===== src/rtl/sle_pkg.sv =====
// sle_pkg: shared constants of the serial line editor
// character codes, register reset value and default store depth
// no dependencies
`timescale 1ns / 1ps
`default_nettype none
package sle_pkg;

	localparam int LINE_DEPTH_DEF = 32;

	localparam int MAXLEN_W = 6;
	localparam int BYTE_W   = 8;

	localparam logic [MAXLEN_W-1:0] MAX_LENGTH_RST = 6'd32;

	localparam logic [BYTE_W-1:0] CH_CR = 8'h0D;
	localparam logic [BYTE_W-1:0] CH_LF = 8'h0A;
	localparam logic [BYTE_W-1:0] CH_BS = 8'h08;
	localparam logic [BYTE_W-1:0] CH_SP = 8'h20;
	localparam logic [BYTE_W-1:0] CH_NUL = 8'h00;

	localparam logic KIND_ECHO = 1'b0;
	localparam logic KIND_LINE = 1'b1;

endpackage
`default_nettype wire


===== src/rtl/sle_ram.sv =====
// sle_ram: generic single write, single read port memory with registered read
// read data holds while no read is issued
// no dependencies
`timescale 1ns / 1ps
`default_nettype none
module sle_ram #(
	parameter int WIDTH = 8,
	parameter int DEPTH = 32
) (
	input  wire logic                     clk,
	input  wire logic                     we,
	input  wire logic [$clog2(DEPTH)-1:0] waddr,
	input  wire logic [WIDTH-1:0]         wdata,
	input  wire logic                     re,
	input  wire logic [$clog2(DEPTH)-1:0] raddr,
	output logic      [WIDTH-1:0]         rdata
);

	logic [WIDTH-1:0] mem_q [DEPTH];

	always_ff @(posedge clk) begin
		if (we) begin
			mem_q[waddr] <= wdata;
		end
		if (re) begin
			rdata <= mem_q[raddr];
		end
	end

endmodule
`default_nettype wire


===== src/rtl/serial_line_editor_with_echo_top.sv =====
// serial_line_editor_with_echo_top: line editor with echo over a line store memory
// depends on sle_pkg and sle_ram
//
//   channel  direction  handshake              payload
//   rx       in         rx_valid / rx_ready    rx_byte
//   out      out        out_valid / out_ready  out_kind, out_byte, last
//   cfg      in         cfg_we                 cfg_wdata (max_length)
//
// one item at a time; a carriage return reads the line from the store memory (one
// read port, registered read), one line byte per cycle while the output is not
// stalled; the output register takes the next result in the cycle of its transfer;
// a stalled output holds the sequencer. reset clears fill count and sequencer, not
// the store
`timescale 1ns / 1ps
`default_nettype none
module serial_line_editor_with_echo_top #(
	parameter int LINE_DEPTH = sle_pkg::LINE_DEPTH_DEF
) (
	input  wire logic                           clk,
	input  wire logic                           arst_n,
	input  wire logic                           rx_valid,
	output logic                                rx_ready,
	input  wire logic [sle_pkg::BYTE_W-1:0]     rx_byte,
	output logic                                out_valid,
	input  wire logic                           out_ready,
	output logic                                out_kind,
	output logic      [sle_pkg::BYTE_W-1:0]     out_byte,
	output logic                                last,
	input  wire logic                           cfg_we,
	input  wire logic [sle_pkg::MAXLEN_W-1:0]   cfg_wdata
);
	import sle_pkg::*;

	localparam int CW = $clog2(LINE_DEPTH);
	localparam logic [MAXLEN_W:0] DEPTH_C = (MAXLEN_W+1)'(LINE_DEPTH);

	localparam logic [2:0] ST_IDLE = 3'd0;
	localparam logic [2:0] ST_EXEC = 3'd1;
	localparam logic [2:0] ST_LF   = 3'd2;
	localparam logic [2:0] ST_LINE = 3'd3;
	localparam logic [2:0] ST_SP   = 3'd4;
	localparam logic [2:0] ST_BS2  = 3'd5;

	logic [2:0]          state_q, state_d;
	logic [BYTE_W-1:0]   byte_q;
	logic [MAXLEN_W-1:0] max_length_q;
	logic [CW-1:0]       fill_q, fill_d;
	logic [CW-1:0]       idx_q, idx_d;

	logic                out_valid_q, out_kind_q, last_q;
	logic [BYTE_W-1:0]   out_byte_q;

	logic                emit;
	logic                emit_kind, emit_last;
	logic [BYTE_W-1:0]   emit_byte;
	logic                slot_free;
	logic [MAXLEN_W:0]   cap;
	logic                store_ok;

	logic                ram_we, ram_re;
	logic [CW-1:0]       ram_raddr;
	logic [BYTE_W-1:0]   ram_rdata;

	assign slot_free = !out_valid_q || out_ready;
	assign cap       = ({1'b0, max_length_q} > DEPTH_C) ? DEPTH_C : {1'b0, max_length_q};
	assign store_ok  = ((MAXLEN_W+1)'(fill_q) + (MAXLEN_W+1)'(1)) < cap;
	assign rx_ready  = (state_q == ST_IDLE);

	always_comb begin
		state_d   = state_q;
		fill_d    = fill_q;
		idx_d     = idx_q;
		emit      = 1'b0;
		emit_kind = KIND_ECHO;
		emit_byte = byte_q;
		emit_last = 1'b0;
		ram_we    = 1'b0;
		ram_re    = 1'b0;
		ram_raddr = '0;
		case (state_q)
			ST_IDLE: begin
				if (rx_valid) begin
					state_d = ST_EXEC;
				end
			end
			ST_EXEC: begin
				case (byte_q)
					CH_CR: begin
						if (slot_free) begin
							emit      = 1'b1;
							emit_byte = CH_CR;
							state_d   = ST_LF;
						end
					end
					CH_BS: begin
						if (fill_q == '0) begin
							state_d = ST_IDLE;
						end else if (slot_free) begin
							emit      = 1'b1;
							emit_byte = CH_BS;
							fill_d    = fill_q - CW'(1);
							state_d   = ST_SP;
						end
					end
					default: begin
						if (!store_ok) begin
							state_d = ST_IDLE;
						end else if (slot_free) begin
							emit      = 1'b1;
							emit_last = 1'b1;
							ram_we    = 1'b1;
							fill_d    = fill_q + CW'(1);
							state_d   = ST_IDLE;
						end
					end
				endcase
			end
			ST_LF: begin
				if (slot_free) begin
					emit      = 1'b1;
					emit_byte = CH_LF;
					ram_re    = 1'b1;
					idx_d     = '0;
					state_d   = ST_LINE;
				end
			end
			ST_LINE: begin
				if (slot_free) begin
					emit      = 1'b1;
					emit_kind = KIND_LINE;
					if (idx_q == fill_q) begin
						emit_byte = CH_NUL;
						emit_last = 1'b1;
						fill_d    = '0;
						state_d   = ST_IDLE;
					end else begin
						emit_byte = ram_rdata;
						idx_d     = idx_q + CW'(1);
						ram_re    = 1'b1;
						ram_raddr = idx_q + CW'(1);
					end
				end
			end
			ST_SP: begin
				if (slot_free) begin
					emit      = 1'b1;
					emit_byte = CH_SP;
					state_d   = ST_BS2;
				end
			end
			ST_BS2: begin
				if (slot_free) begin
					emit      = 1'b1;
					emit_byte = CH_BS;
					emit_last = 1'b1;
					state_d   = ST_IDLE;
				end
			end
			default: begin
				state_d = ST_IDLE;
			end
		endcase
	end

	always_ff @(posedge clk or negedge arst_n) begin
		if (!arst_n) begin
			state_q      <= ST_IDLE;
			fill_q       <= '0;
			idx_q        <= '0;
			max_length_q <= MAX_LENGTH_RST;
			out_valid_q  <= 1'b0;
		end else begin
			state_q <= state_d;
			fill_q  <= fill_d;
			idx_q   <= idx_d;
			if (cfg_we) begin
				max_length_q <= cfg_wdata;
			end
			if (emit) begin
				out_valid_q <= 1'b1;
			end else if (out_ready) begin
				out_valid_q <= 1'b0;
			end
		end
	end

	// payload registers
	always_ff @(posedge clk) begin
		if (rx_valid && rx_ready) begin
			byte_q <= rx_byte;
		end
		if (emit) begin
			out_kind_q <= emit_kind;
			out_byte_q <= emit_byte;
			last_q     <= emit_last;
		end
	end

	sle_ram #(
		.WIDTH(BYTE_W),
		.DEPTH(LINE_DEPTH)
	) u_line_store (
		.clk  (clk),
		.we   (ram_we),
		.waddr(fill_q),
		.wdata(byte_q),
		.re   (ram_re),
		.raddr(ram_raddr),
		.rdata(ram_rdata)
	);

	assign out_valid = out_valid_q;
	assign out_kind  = out_kind_q;
	assign out_byte  = out_byte_q;
	assign last      = last_q;

endmodule
`default_nettype wire


===== config.mk =====
export PLATFORM = sky130hd
export DESIGN_NAME = serial_line_editor_with_echo_top
export DESIGN_NICKNAME = d
export VERILOG_FILES = /design/src/rtl/sle_pkg.sv /design/src/rtl/sle_ram.sv /design/src/rtl/serial_line_editor_with_echo_top.sv
export SDC_FILE = /design/constraint.sdc
export NUM_CORES = 1
export LEC_CHECK = 0
export ABC_AREA = 1
export BUFFER_PORTS_ARGS = -buffer_cell sky130_fd_sc_hd__buf_4
export CORE_MARGIN = 4
export CORE_UTILIZATION = 63
export CTS_CLUSTER_DIAMETER = 50
export CTS_CLUSTER_SIZE = 12
export DETAILED_ROUTE_END_ITERATION = 16
export GPL_ROUTABILITY_DRIVEN = 0
export PLACE_DENSITY = 0.79
export SLEW_MARGIN = 20
export SYNTH_ARGS = -nofsm -noshare
export SYNTH_HDL_FRONTEND = slang
export SYNTH_SLANG_ARGS = --single-unit

===== constraint.sdc =====
create_clock -name clk -period 3.1 [get_ports clk]
set_clock_uncertainty 0.05 [all_clocks]
set_input_delay 0.62 -clock clk [delete_from_list [all_inputs] [get_ports clk]]
set_output_delay 0.62 -clock clk [all_outputs]
set_load 0.01 [all_outputs]

==> results.cfg <==
[status]
status = complete, no violations

[setup_path]
cp_data_required_time_ns = 3.26
worstPathArrival_ns = 3.09
worstSetupPathType = reg2reg
cp-end-kind = flip-flop
cp-start-kind = flip-flop
worstSetupStartpoint = fill_q[0]
timing.rr.start = fill_q[0]
critical_path.max_fanout = 8

[finish]
drive_gt1_share_pct = 14.7
fin_util_pct = 72.6
final_net_count = 1386
design_area_sq_mm = 0.0158
diodes = 0
syn2layout_area_growth_pct = 13.7
final_cells = 1645

[global_routing]
antenna_found_initial = 1
grt_util_all_layers_pct = 28.9
grt_max_degree = 100
grt_pass1_vias = 9734
grt_pass1_wl_mm = 54.2
gr-total-overflow = 0

[run]
max-cap-violations = 0

[sta]
fin_crit_ns = 2.93
setup_viol = 0
max_freq_ghz = 0.341
finalCritPeriodShare_pct = 94.5
finalHoldViolCount = 0
rsz0062_at_grt = no
tns_ns = 0
slew_headroom_pct = 50.3
finalWorstSetupSlack_ns = 0.169
drv_slew = 0
whs_ns = 0.237
worstMarginPinSlew_ns = 0.744

[detailed_routing]
drcViolationCount = 0
vias = 10056
ant_nets = 0
drtIter0Drc = 1318
via_per_inst = 6.11
firstDrtPassIters = 6
routedWlPerCell_microns = 21.3
routed_wl_mm = 35.1

[synth]
netlist.area_leader.share_pct = 61.0
ys_types = 41
ys_ff_latch = 302
yosys_warnings = 0
synth_top_area_cell = edfxtp_1
netlist_area_sq_mm = 0.0139
yosysSeqAreaShare_pct = 64.6
synth_area_per_cell_sq_um = 10.9
synthArstFlopShare_pct = 6.62
syn_nets = 1311
synthTopCellsByArea = edfxtp_1 61%, nand3_1 9.7%, nand2_1 5.8%
synthFlopType = edfxtp_1
synth-edff-count = 282
syn_inst = 1278

[placed_design]
placed_area_sq_mm = 0.0148
place_ws_ns = 0.165
dp.cells = 1596
hpwl_mm = 21.9
io_buffers = 30

[cts]
clock_path_buffers = 3
clock_latency_ns = 0.51
htree_num_levels = 2
root_buffer = clkbuf_16
cts.sinks = 302
cts_setup_buffers = 0
numCtsBuffers = 34
clk_pin_slew_worst_paths_ns = 0.06
cts_tree = built

[hold_path]
hold_class = in2reg
hp-start = rx_byte[5]

[power]
ir_drop_v = 0.000760
cellLeakagePower_nw = 6.28
power_density_mw_per_mm2 = 695
p_total_mw = 11.0

[die]
die_y_microns = 156
row_count = 54
dieArea_sq_mm = 0.0245
die_w_microns = 156
fp.coreArea_sq_mm = 0.0218
ios = 31
initial_utilization_pct = 63.8
## cell usage after synthesis (5+ instances only)
cell	instances
nor2_1	61
or2_1	12
inv_2	11
nor3_1	7
o21a_1	15
edfxtp_1	282
dfrtp_1	19
buf_2	39
o21ai_1	11
o21ai_0	29
buf_4	14
nand2_1	213
inv_1	132
clkbuf_1	10
xor2_1	5
nand3b_1	73
a21oi_1	6
ha_1	13
or2_2	17
nand3_1	269
## final cells by class
cell class	count	area, sq um
clock buffer	37	883
clock inverter	11	101
fill	1438	5960
inverter	146	549
multi-input combinational	765	4030
sequential	302	8970
tap	280	350
timing repair buffer	104	908
## report_power, final
group          switching [mW]  internal (mW)
clock                    1.54           2.12
combinational            1.49          0.688
sequential              0.193           4.95
total                    3.22           7.76
## cell families after synthesis
group	share of synthesized area, %
compound gates	2.93
xor+xnor	0.504
fa+ha+maj	1.32
buf+inv	6.49
flops	64.6
mux	0.324
simple gates	23.9
## what timing repair did
item / CTS / global route
setup endpoints to repair: 0 / 243
hold buffers: 1 / 0
gates resized for setup: 0 / 3
endpoints found under the hold margin: 19 / 0
## flip-flops by register name, summed over array words and instances, names as in the netlist
name,flops
fill_q,5
byte_q,8
u_line_store.rdata,8
last,1
max_length_q,6
out_valid,1
state_q,3
u_line_store.mem_q,256
out_kind,1
out_byte,8
idx_q,5
## worst max-delay path, cell delays in order (launching register included)
cell and delay (ns):
dfrtp_2 0.45, ha_1 0.27, nand3_1 0.12, xor2_1 0.21, ha_1 0.26, nand2_1 0.08, nor2_1 0.05, o21ai_0 0.10
nand2_1 0.14, nor2_1 0.10, nand3_1 0.12, inv_2 0.11, nand2_1 0.09, buf_12 0.16, nor2_1 0.13, buf_4 0.19
## worst paths after layout
path	to	slack (ns)	cells after the start
setup / recovery	u_line_store.mem_q[14][7]	0.17	15
hold / removal	byte_q[5]	0.24	1
setup reg to reg	u_line_store.mem_q[14][7]	0.17	15
hold reg to reg	max_length_q[3]	0.50	1
max in group asynchronous	max_length_q[5]	2.22	2
min in group asynchronous	idx_q[1]	0.50	2
## layer usage
metal | wire, microns | share of wire, % | global-route usage, % | vias to the layer above
li1 | - | - | - | 4540
met1 | 13500 | 39 | 39.1 | 4760
met2 | 16800 | 48 | 47.6 | 648
met3 | 3690 | 11 | 5.97 | 108
met4 | 1150 | 3.3 | 8.88 | 0
met5 | 0 | 0 | 0 | -
## cell usage in the layout (no fill, tap or decap), types with 13 or more instances in the layout
cell type,count
buf_4,93
nor2_1,61
dfrtp_1,17
clkbuf_16,35
nand3_1,269
nand2_1,212
inv_1,131
o21ai_0,29
ha_1,13
edfxtp_1,282
nand3b_1,73
o21a_1,15
or2_2,17
No activity file was read; power rests on OpenSTA's default activity.
